===== src/ckblit_pkg.sv =====
// ============================================================================
// ckblit_pkg
// Shared types and constants for the color-keyed sprite blitter.
// ============================================================================
`timescale 1ns / 1ps
`default_nettype none

package ckblit_pkg;

    localparam int SCREEN_WIDTH_DEF  = 320;
    localparam int SCREEN_HEIGHT_DEF = 240;
    localparam int MAX_SPRITE_DIM    = 255;

    localparam logic [7:0] KEY_RESET = 8'hE3;

    localparam logic FUNC_START = 1'b0;
    localparam logic FUNC_PIXEL = 1'b1;

    localparam int COORD_W = 11;
    localparam int POS_W   = 13;
    localparam int ADDR_W  = 17;

    localparam int QUEUE_DEPTH = 2;
    localparam int QPTR_W      = $clog2(QUEUE_DEPTH);
    localparam int QCNT_W      = $clog2(QUEUE_DEPTH + 1);

    typedef struct packed {
        logic               we;
        logic [COORD_W-1:0] col;
        logic [COORD_W-1:0] row;
        logic [7:0]         data;
        logic               last;
    } blit_op_t;

    typedef struct packed {
        logic full;
        logic empty;
    } queue_status_t;

endpackage

`default_nettype wire


===== src/ckblit_front.sv =====
// ============================================================================
// ckblit_front
// Accepts start and pixel items, tracks the sprite position and classifies
// each pixel into a framebuffer operation for the back end.
// ============================================================================
`timescale 1ns / 1ps
`default_nettype none

module ckblit_front #(
    parameter int SCREEN_WIDTH  = ckblit_pkg::SCREEN_WIDTH_DEF,
    parameter int SCREEN_HEIGHT = ckblit_pkg::SCREEN_HEIGHT_DEF
) (
    input  wire logic                        clk,
    input  wire logic                        rst_n,
    input  wire logic                        in_valid,
    output logic                             in_ready,
    input  wire logic                        func,
    input  wire logic signed [11:0]          origin_x,
    input  wire logic signed [11:0]          origin_y,
    input  wire logic [7:0]                  sprite_width,
    input  wire logic [7:0]                  rows_to_draw,
    input  wire logic                        flip_vertical,
    input  wire logic [7:0]                  pixel_value,
    input  wire logic                        cfg_write,
    input  wire logic [7:0]                  cfg_data,
    input  wire ckblit_pkg::queue_status_t   q_status,
    output logic                             push,
    output ckblit_pkg::blit_op_t             push_op
);

    localparam logic signed [ckblit_pkg::POS_W-1:0] SW_S =
        ckblit_pkg::POS_W'(SCREEN_WIDTH);
    localparam logic signed [ckblit_pkg::POS_W-1:0] SH_S =
        ckblit_pkg::POS_W'(SCREEN_HEIGHT);
    localparam logic [11:0] MAX_DIM = 12'(ckblit_pkg::MAX_SPRITE_DIM);

    logic [7:0]                             key_reg;
    logic signed [ckblit_pkg::POS_W-1:0]    ox_reg;
    logic signed [ckblit_pkg::POS_W-1:0]    base_y_reg;
    logic                                   flip_reg;
    logic [7:0]                             width_reg;
    logic [7:0]                             rows_reg;
    logic [7:0]                             col_reg;
    logic [7:0]                             row_reg;
    logic                                   active_reg;

    logic [7:0]                             width_sat;
    logic [7:0]                             rows_sat;
    logic signed [ckblit_pkg::POS_W-1:0]    base_y_next;
    logic signed [ckblit_pkg::POS_W-1:0]    sx;
    logic signed [ckblit_pkg::POS_W-1:0]    sy;
    logic                                   on_screen;
    logic                                   row_end;
    logic                                   draw_end;
    logic                                   accept;

    assign in_ready = !q_status.full;
    assign accept   = in_valid && in_ready;
    assign push     = accept;

    always_comb
    begin
        width_sat = (12'(sprite_width) > MAX_DIM) ? MAX_DIM[7:0] : sprite_width;
        rows_sat  = (12'(rows_to_draw) > MAX_DIM) ? MAX_DIM[7:0] : rows_to_draw;
        base_y_next = ckblit_pkg::POS_W'(origin_y);
        if (flip_vertical)
        begin
            base_y_next = base_y_next + $signed({5'd0, rows_sat})
                          - ckblit_pkg::POS_W'(1);
        end
    end

    always_comb
    begin
        sx = ox_reg + $signed({5'd0, col_reg});
        if (flip_reg)
        begin
            sy = base_y_reg - $signed({5'd0, row_reg});
        end
        else
        begin
            sy = base_y_reg + $signed({5'd0, row_reg});
        end
        on_screen = !sx[ckblit_pkg::POS_W-1] && (sx < SW_S) &&
                    !sy[ckblit_pkg::POS_W-1] && (sy < SH_S);
        row_end  = (9'(col_reg) + 9'd1) >= 9'(width_reg);
        draw_end = row_end && ((9'(row_reg) + 9'd1) >= 9'(rows_reg));
    end

    always_comb
    begin
        push_op = '0;
        if (func == ckblit_pkg::FUNC_PIXEL && active_reg)
        begin
            push_op.last = draw_end;
            if (on_screen && pixel_value != key_reg)
            begin
                push_op.we   = 1'b1;
                push_op.col  = sx[ckblit_pkg::COORD_W-1:0];
                push_op.row  = sy[ckblit_pkg::COORD_W-1:0];
                push_op.data = pixel_value;
            end
        end
    end

    always_ff @(posedge clk or negedge rst_n)
    begin
        if (!rst_n)
        begin
            key_reg <= ckblit_pkg::KEY_RESET;
        end
        else if (cfg_write)
        begin
            key_reg <= cfg_data;
        end
    end

    always_ff @(posedge clk or negedge rst_n)
    begin
        if (!rst_n)
        begin
            ox_reg     <= '0;
            base_y_reg <= '0;
            flip_reg   <= 1'b0;
            width_reg  <= '0;
            rows_reg   <= '0;
            col_reg    <= '0;
            row_reg    <= '0;
            active_reg <= 1'b0;
        end
        else if (accept)
        begin
            if (func == ckblit_pkg::FUNC_START)
            begin
                ox_reg     <= ckblit_pkg::POS_W'(origin_x);
                base_y_reg <= base_y_next;
                flip_reg   <= flip_vertical;
                width_reg  <= width_sat;
                rows_reg   <= rows_sat;
                col_reg    <= '0;
                row_reg    <= '0;
                active_reg <= (width_sat != 8'd0) && (rows_sat != 8'd0);
            end
            else if (active_reg)
            begin
                if (draw_end)
                begin
                    col_reg    <= '0;
                    row_reg    <= '0;
                    active_reg <= 1'b0;
                end
                else if (row_end)
                begin
                    col_reg <= '0;
                    row_reg <= row_reg + 8'd1;
                end
                else
                begin
                    col_reg <= col_reg + 8'd1;
                end
            end
        end
    end

endmodule

`default_nettype wire


===== src/ckblit_queue.sv =====
// ============================================================================
// ckblit_queue
// Short FIFO of classified operations between the front and back ends.
// ============================================================================
`timescale 1ns / 1ps
`default_nettype none

module ckblit_queue (
    input  wire logic                       clk,
    input  wire logic                       rst_n,
    input  wire logic                       push,
    input  wire ckblit_pkg::blit_op_t       push_op,
    input  wire logic                       pop,
    output ckblit_pkg::blit_op_t            pop_op,
    output ckblit_pkg::queue_status_t       status
);

    localparam int DEPTH = ckblit_pkg::QUEUE_DEPTH;
    localparam int PW    = ckblit_pkg::QPTR_W;
    localparam int CW    = ckblit_pkg::QCNT_W;

    ckblit_pkg::blit_op_t entry_reg [DEPTH];
    logic [PW-1:0]        wr_ptr_reg;
    logic [PW-1:0]        rd_ptr_reg;
    logic [CW-1:0]        count_reg;
    logic [CW-1:0]        count_next;

    function automatic logic [PW-1:0] ptr_inc(input logic [PW-1:0] p);
        logic [PW-1:0] r;
        if (p == PW'(DEPTH - 1))
        begin
            r = '0;
        end
        else
        begin
            r = p + PW'(1);
        end
        return r;
    endfunction

    assign status.full  = (count_reg == CW'(DEPTH));
    assign status.empty = (count_reg == '0);
    assign pop_op       = entry_reg[rd_ptr_reg];

    always_comb
    begin
        count_next = count_reg;
        if (push && !pop)
        begin
            count_next = count_reg + CW'(1);
        end
        else if (pop && !push)
        begin
            count_next = count_reg - CW'(1);
        end
    end

    always_ff @(posedge clk)
    begin
        if (push)
        begin
            entry_reg[wr_ptr_reg] <= push_op;
        end
    end

    always_ff @(posedge clk or negedge rst_n)
    begin
        if (!rst_n)
        begin
            wr_ptr_reg <= '0;
            rd_ptr_reg <= '0;
            count_reg  <= '0;
        end
        else
        begin
            if (push)
            begin
                wr_ptr_reg <= ptr_inc(wr_ptr_reg);
            end
            if (pop)
            begin
                rd_ptr_reg <= ptr_inc(rd_ptr_reg);
            end
            count_reg <= count_next;
        end
    end

endmodule

`default_nettype wire


===== src/ckblit_back.sv =====
// ============================================================================
// ckblit_back
// Turns queued operations into framebuffer writes with a linear address and
// holds each result in an output register until it is taken.
// ============================================================================
`timescale 1ns / 1ps
`default_nettype none

module ckblit_back #(
    parameter int SCREEN_WIDTH = ckblit_pkg::SCREEN_WIDTH_DEF
) (
    input  wire logic                        clk,
    input  wire logic                        rst_n,
    input  wire ckblit_pkg::queue_status_t   q_status,
    input  wire ckblit_pkg::blit_op_t        pop_op,
    output logic                             pop,
    output logic                             out_valid,
    input  wire logic                        out_ready,
    output logic                             write_enable,
    output logic [ckblit_pkg::ADDR_W-1:0]    fb_address,
    output logic [7:0]                       write_data,
    output logic                             last_pixel
);

    localparam int PROD_W = 2 * ckblit_pkg::COORD_W;

    logic                          valid_reg;
    logic                          we_reg;
    logic [ckblit_pkg::ADDR_W-1:0] addr_reg;
    logic [7:0]                    data_reg;
    logic                          last_reg;

    logic [PROD_W-1:0]             prod;
    logic [ckblit_pkg::ADDR_W-1:0] addr_next;

    assign pop = !q_status.empty && (!valid_reg || out_ready);

    always_comb
    begin
        prod      = PROD_W'(pop_op.row) * PROD_W'(SCREEN_WIDTH);
        addr_next = prod[ckblit_pkg::ADDR_W-1:0] + ckblit_pkg::ADDR_W'(pop_op.col);
        if (!pop_op.we)
        begin
            addr_next = '0;
        end
    end

    always_ff @(posedge clk or negedge rst_n)
    begin
        if (!rst_n)
        begin
            valid_reg <= 1'b0;
        end
        else if (pop)
        begin
            valid_reg <= 1'b1;
        end
        else if (out_ready)
        begin
            valid_reg <= 1'b0;
        end
    end

    always_ff @(posedge clk)
    begin
        if (pop)
        begin
            we_reg   <= pop_op.we;
            addr_reg <= addr_next;
            data_reg <= pop_op.data;
            last_reg <= pop_op.last;
        end
    end

    assign out_valid    = valid_reg;
    assign write_enable = we_reg;
    assign fb_address   = addr_reg;
    assign write_data   = data_reg;
    assign last_pixel   = last_reg;

endmodule

`default_nettype wire


===== src/color_key_sprite_blitter_core.sv =====
// ============================================================================
// color_key_sprite_blitter_core
// Color-keyed sprite blitter with screen clipping and vertical flip.
// ============================================================================
//
//  Channel   Signals                                  Direction
//  -------   --------------------------------------   ---------
//  in        in_valid/in_ready, func .. pixel_value   into block
//  out       out_valid/out_ready, write_enable ..     out of block
//  cfg       cfg_write, cfg_data (transparent key)    into block
//
//  One result per item; one item per cycle sustained while out_ready stays
//  high; the front-end position counters update once per transfer.
//  Path to result: queue entry, then address multiply into the output register.
//  Reset clears all draw state and loads the key with 0xE3; no clearing pass.
//  Front and back stall independently through a two-entry queue; in_ready
//  drops only when the queue is full.
// ============================================================================
`timescale 1ns / 1ps
`default_nettype none

module color_key_sprite_blitter_core #(
    parameter int SCREEN_WIDTH  = ckblit_pkg::SCREEN_WIDTH_DEF,
    parameter int SCREEN_HEIGHT = ckblit_pkg::SCREEN_HEIGHT_DEF
) (
    input  wire logic                         clk,
    input  wire logic                         rst_n,
    input  wire logic                         in_valid,
    output logic                              in_ready,
    input  wire logic                         func,
    input  wire logic signed [11:0]           origin_x,
    input  wire logic signed [11:0]           origin_y,
    input  wire logic [7:0]                   sprite_width,
    input  wire logic [7:0]                   rows_to_draw,
    input  wire logic                         flip_vertical,
    input  wire logic [7:0]                   pixel_value,
    output logic                              out_valid,
    input  wire logic                         out_ready,
    output logic                              write_enable,
    output logic [ckblit_pkg::ADDR_W-1:0]     fb_address,
    output logic [7:0]                        write_data,
    output logic                              last_pixel,
    input  wire logic                         cfg_write,
    input  wire logic [7:0]                   cfg_data
);

    ckblit_pkg::queue_status_t q_status;
    ckblit_pkg::blit_op_t      push_op;
    ckblit_pkg::blit_op_t      pop_op;
    logic                      push;
    logic                      pop;

    ckblit_front #(
        .SCREEN_WIDTH  (SCREEN_WIDTH),
        .SCREEN_HEIGHT (SCREEN_HEIGHT)
    ) u_front (
        .clk           (clk),
        .rst_n         (rst_n),
        .in_valid      (in_valid),
        .in_ready      (in_ready),
        .func          (func),
        .origin_x      (origin_x),
        .origin_y      (origin_y),
        .sprite_width  (sprite_width),
        .rows_to_draw  (rows_to_draw),
        .flip_vertical (flip_vertical),
        .pixel_value   (pixel_value),
        .cfg_write     (cfg_write),
        .cfg_data      (cfg_data),
        .q_status      (q_status),
        .push          (push),
        .push_op       (push_op)
    );

    ckblit_queue u_queue (
        .clk     (clk),
        .rst_n   (rst_n),
        .push    (push),
        .push_op (push_op),
        .pop     (pop),
        .pop_op  (pop_op),
        .status  (q_status)
    );

    ckblit_back #(
        .SCREEN_WIDTH (SCREEN_WIDTH)
    ) u_back (
        .clk          (clk),
        .rst_n        (rst_n),
        .q_status     (q_status),
        .pop_op       (pop_op),
        .pop          (pop),
        .out_valid    (out_valid),
        .out_ready    (out_ready),
        .write_enable (write_enable),
        .fb_address   (fb_address),
        .write_data   (write_data),
        .last_pixel   (last_pixel)
    );

`ifndef NO_ASSERTIONS
    a_idle_fields_zero: assert property (@(posedge clk) disable iff (!rst_n)
        (out_valid && !write_enable) |-> (fb_address == '0 && write_data == '0))
        else $error("result without write carries nonzero address or data");

    a_queue_drains: assert property (@(posedge clk) disable iff (!rst_n)
        (!q_status.empty && !out_valid) |=> out_valid)
        else $error("queued operation not moved to output register");

    a_start_no_last: assert property (@(posedge clk) disable iff (!rst_n)
        (push && func == ckblit_pkg::FUNC_START) |-> (!push_op.we && !push_op.last))
        else $error("start transfer produced a write or a last flag");
`endif

endmodule

`default_nettype wire

===== config.mk =====
export PLATFORM = sky130hd
export DESIGN_NAME = color_key_sprite_blitter_core
export DESIGN_NICKNAME = d
export VERILOG_FILES = /design/src/ckblit_pkg.sv /design/src/ckblit_front.sv /design/src/ckblit_queue.sv /design/src/ckblit_back.sv /design/src/color_key_sprite_blitter_core.sv
export SDC_FILE = /design/constraint.sdc
export NUM_CORES = 1
export LEC_CHECK = 0
export BUFFER_PORTS_ARGS = -buffer_cell sky130_fd_sc_hd__buf_2
export CAP_MARGIN = 30
export CORE_ASPECT_RATIO = 0.9
export CORE_MARGIN = 5
export CORE_UTILIZATION = 50
export DETAILED_ROUTE_END_ITERATION = 10
export GPL_TIMING_DRIVEN = 0
export PLACE_DENSITY = 0.72
export REMOVE_ABC_BUFFERS = 1
export SYNTH_ARGS = -nofsm -noshare
export SYNTH_HDL_FRONTEND = slang
export SYNTH_SLANG_ARGS = --single-unit

===== constraint.sdc =====
create_clock -name clk -period 6.48 [get_ports clk]
set_input_delay 0.324 -clock clk [delete_from_list [all_inputs] [get_ports clk]]
set_output_delay 0.324 -clock clk [all_outputs]
set_load 0.1 [all_outputs]

# After elaboration in Yosys (flattened, before gate mapping)
# Memory sizes are Yosys's and may differ from the RTL's.
# Index checks and enable logic that the tools add are counted.
# W data, S select, Z words.
[op_classes]
addsub = 14
multipliers = 1
n_lt_le_gt_ge = 4
eq_ne = 4
mux = 23
bitwise_logic = 1
reduce_logical = 27
[op_table]
columns = ["op", "n"]
rows = [
  ["$mux W8", 8],
  ["$mux W32", 1],
  ["$mux W31", 1],
  ["$add A12 B9 Y13", 2],
  ["$mux W13", 2],
  ["$add A8 B1 Y9 const B", 2],
  ["$ge A9 B8 Y1", 2],
  ["$add A17 B11 Y17", 1],
  ["$add A8 B1 Y8 const B", 2],
  ["$reduce_bool A8 Y1", 2],
  ["$add A13 B9 Y13", 1],
  ["$lt A13 B10 Y1 const B", 1],
  ["$lt A13 B9 Y1 const B", 1],
  ["$sub A13 B2 Y13 const B", 1],
  ["$sub A13 B9 Y13", 1],
  ["$logic_and A1 B1 Y1", 11],
  ["$mul A11 B3 Y11 const B", 1],
  ["$mux W1", 9],
  ["$ne A8 B8 Y1", 1],
  ["$logic_not A1 Y1", 7],
  ["$mux W2", 2],
  ["$reduce_and A2 Y1", 2],
  ["$reduce_bool A2 Y1", 2],
  ["$ne A3 B1 Y1 const B", 1],
  ["9 further kinds", 10],
]
[totals]
reg_bits = 99
ramBits = 64
inputBits = 63
output_inout_bits = 29
elab_cells = 92
mem_count = 1
[mem_list]
columns = ["name", "depth", "width", "rd", "rd_ports_with_merged_regs", "write_ports", "line", "rtl"]
rows = [
  ["u_queue.entry_reg", 2, 32, 1, 0, 1, "ckblit_queue.sv:22", "ckblit_pkg::blit_op_t entry_reg [DEPTH];"],
]

# Longest topological paths before layout
[logic_depth]
depth_word = 8
mapped_depth = 16
mapped_depth_nobuf = 13

# By module
# Synthesis repeated with hierarchy kept, for this count alone.
[hier_totals]
hier_cells = 907
hier_area_um2 = 9791.9
[modules_own_cells]
columns = ["module", "n_inst", "cells_each", "area_per_inst_um2"]
rows = [
  ["ckblit_front", 1, 660, 5505.3],
  ["ckblit_queue", 1, 116, 2648.8],
  ["ckblit_back", 1, 131, 1637.8],
]

# Worst setup path before layout
# Ideal clock, no wire load.
[synth_path]
kind = "reg2reg"
startpoint = "register u_queue.rd_ptr_reg"
endpoint = "register u_back.addr_reg (netlist bit u_back.fb_address[16]) (data pin)"
arrival_ns = 3.857
slack_ns = 2.483
stages_incl_launch_ff = 16
path_buffers = 2
synth_period_minus_slack_ns = 3.997
path_cell_list = "dfrtp_1 -> clkbuf_1 -> clkbuf_1 -> mux2i_1 -> inv_1 -> ha_1 -> ha_1 -> inv_1 -> fa_1 -> inv_1 -> ha_1 -> a21boi_0 -> o211ai_1 -> nor4b_2 -> xnor3_1 -> nor2_1"
[synth_between]
elab_chain_cells = 3
[synth_rtl]
columns = ["element", "line", "rtl"]
rows = [
  ["start: declaration", "ckblit_queue.sv:24", "logic [PW-1:0] rd_ptr_reg;"],
  ["start signal: assignment", "ckblit_queue.sv:82", "rd_ptr_reg <= ptr_inc(rd_ptr_reg);"],
  ["$mem_v2 Z2 W32 (*)", "--", ""],
  ["$mul A11 B3 Y11", "ckblit_back.sv:40", "prod = PROD_W'(pop_op.row) * PROD_W'(SCREEN_WIDTH);"],
  ["$add A17 B11 Y17", "ckblit_back.sv:41", "addr_next = prod[ckblit_pkg::ADDR_W-1:0] + ckblit_pkg::ADDR_W'(pop_op.col);"],
  ["end signal: assignment", "ckblit_back.sv:69", "addr_reg <= addr_next;"],
  ["end: declaration", "ckblit_back.sv:29", "logic [ckblit_pkg::ADDR_W-1:0] addr_reg;"],
]
# Every way passes the cells marked *; elsewhere a longest branch is shown, timed or not.
# A chain may end at the register's enable or synchronous reset.

# Final worst setup path
# Same ends and word-level chain as after synthesis.

==> metrics <==
CP max-delay cell=dfrtp_2; LEAKAGE=4.96 nW; Area contributors post-synth=edfxtp_1, dfrtp_1, ha_1, nand2_1, xnor2_1; Fillers=1661; routed vias/inst=5.27; # diodes=0; Netlist Area Pre-Place=0.00985 mm²; biggest area consumer among synthesized cells=edfxtp_1; maxcap violations=0; Flop pwr share=27.4%; Power Density=565 mW/mm²; Slew headroom=39.6%; vias in the first global route=6931; postcts setup bufs=0; number of flip-flops in the largest register=64; gate family responsible for the most delay along the worst path=adder cells; critical-path cell list=mux2i_1 -> inv_1 -> ha_1 -> ha_1 -> inv_1 -> fa_1 -> inv_1 -> ha_1 -> a21boi_0 -> o211ai_1 -> nor4b_2 -> xnor3_1 -> nor2_1; post-synthesis cell type count=67; hold bufs inserted after CTS=1; Compound-Gate Fraction of Synth Area=11.2%; CTS Buffer Depth=2; most common cell after layout, fill and taps aside=nand2_1; cell count after synthesis=948; post-synthesis xor/xnor area fraction=5.39%; largest net degree at the start of global routing=73; Peak VDD IR=0.000285 V; Area Growth Syn to Fin=14.8%; pre-CTS setup slack=2.15 ns; clock group share of total power=16.5%; Setup Skew=0.0144 ns; antenna viol nets, final=0; largest family of logic cells by synthesized area=simple AND/OR/NAND/NOR gates; core region area=0.0193 mm²; sw frac=46.2%; Root Buffer Master=clkbuf_16; required time of the critical path=6.77 ns; footprint of the multi-input gates=0.00489 mm²; layout cells sized above 1=19.5%; Port Buf Inserts=91; Pint=0.00344 W; Post-layout nets=1189; first-pass GRT wire length=33.3 mm; CTS buffer count=17; Worst EP arrival=4.69 ns; Worst-path clk slew=0.07 ns; Detailed Route Iter0 Violations=333; worst-skew pair later-pin latency=0.43 ns; Die ar.=0.0226 mm²; sequential fraction of the synthesis area=46.1%; CTS Sinks=163; Post-synth EDFFs=91; unrepaired setup endpoints after global routing=no; post-DP HPWL=14.4 mm; CTS tree=yes; YS warnings=0; post-CTS sizing=0; die extent in x=158 µm; WL/cell=15.0 µm; Synth Flop Type=edfxtp_1; status=finished clean; Post-Synth Simple-Gate Area=15.9%; WP buf/inv=3; TNS Setup=0 ns; Total Routing Usage GR=18.4%; Initial DRT Pass Iterations=5; final setup margin=2.08 ns; Hold Crit Class=in2reg; multiplexer area fraction after synthesis=5.51%; DRC Markers=0; Tmin final=4.40 ns; slowest stage delay, CP=0.92 ns; critical path startpoint category=register; Initial Util=51.1%; H-tree lvl count=4; routability cong.=0.860; Sequential Area=0.00454 mm²; CP Capture Type=register; Final Hold Fails=0; Total Wirelength=19.6 mm; remaining global-route overflow=0; Hold Slack=0.0881 ns; fin crit share=67.9%; worst slew pin tran=0.906 ns; most frequent cells in the layout=nand2_1, edfxtp_1, buf_2, ha_1, inv_1; final max-slew violation count=0; Yosys top cell area share=27.7%; Row Count=48; Die Span Y=143 µm; syn avg cell area=10.4 µm²; setup violators final=0; Seq cells post-synth=163; critical-path maximum fanout=33; part of the power in combinational logic=56.1%; antenna violations before repair=0; num ports=92; CP Class=reg2reg; Max Fclk=227 MHz; Synth Area in Adders=11.1%; Via Count=6880; NetSw=0.00295 W; ys async rst share=44.2%
## kinds of logic after synthesis
kind of cell | after synthesis
adders and majority gates | 84
other | 1
xor gates and xnor gates | 59
buffers and inverters | 112
DFF | 163
and+or+nand+nor | 306
AOI/OAI and AO/OA | 173
muxes | 50
## power groups by stage
| stage | Sequential [W] | Clock (W) | Combinational [W] |
|---|---|---|---|
| after floorplan | 0.00231 | 0 | 0.00222 |
| after global placement | 0.00176 | 0 | 0.00339 |
| after detailed placement | 0.00177 | 0 | 0.00356 |
| after CTS | 0.00175 | 0.00107 | 0.00360 |
| after global routing | 0.00179 | 0.00112 | 0.00396 |
| final | 0.00175 | 0.00105 | 0.00359 |
## routing by layer
metal | vias up | GRT usage (%) | part of all wire, %
met5 | - | 0 | 0
met4 | 0 | 3.99 | 0.98
met3 | 17 | 4.06 | 4.5
met2 | 130 | 30.2 | 47
met1 | 3199 | 25.2 | 48
li1 | 3534 | - | -
## worst paths after layout
check	from	endpoint	slack, ns	cells after the start
min in group asynchronous	rst_n	u_front.width_reg[1]	0.45	3
setup reg to reg	u_queue.rd_ptr_reg	u_back.fb_address[16]	2.08	13
setup / recovery	u_queue.rd_ptr_reg	u_back.fb_address[16]	2.08	13
max in group asynchronous	rst_n	u_front.key_reg[1]	5.71	3
hold / removal	origin_x[1]	u_front.ox_reg[1]	0.09	3
hold reg to reg	u_front.ox_reg[2]	u_front.ox_reg[2]	0.48	2
## through the flow
step	instances	total power (W)	area (µm²)	util [%]
final	1305	0.00639	11300	58.7
after global routing	1305	0.00688	11300	58.7
after CTS	1305	0.00642	11300	58.7
after detailed placement	1272	0.00533	10700	55.4
after global placement	1263	0.00515	10500	54.3
after floorplan	922	0.00454	9690	-
## Yosys cell counts (all sizes together), types with 9 or more instances
cell type,n
mux2,34
nor3,36
o21ai,64
xnor2,44
nor2b,9
xor2,14
inv,77
nand2b,19
a21o,16
ha,79
dfrtp,67
edfxtp,91
buf,13
clkbuf,22
mux2i,16
nand2,126
a21oi,36
nor2,49
nand3,22
## final cells by class
type	count	share of cell area (%)
clock buffer	20	3.95
clock inverter	12	1.48
inverter	77	2.56
multi-input combinational	682	43.3
sequential	163	40.2
tap	250	2.77
timing repair buffer	101	5.83
## worst min-delay path, cell delays in order
cell     delay [ns]
buf_2          0.07
nand2_1        0.04
nand2_1        0.05
(Power assumes the default switching activity.)
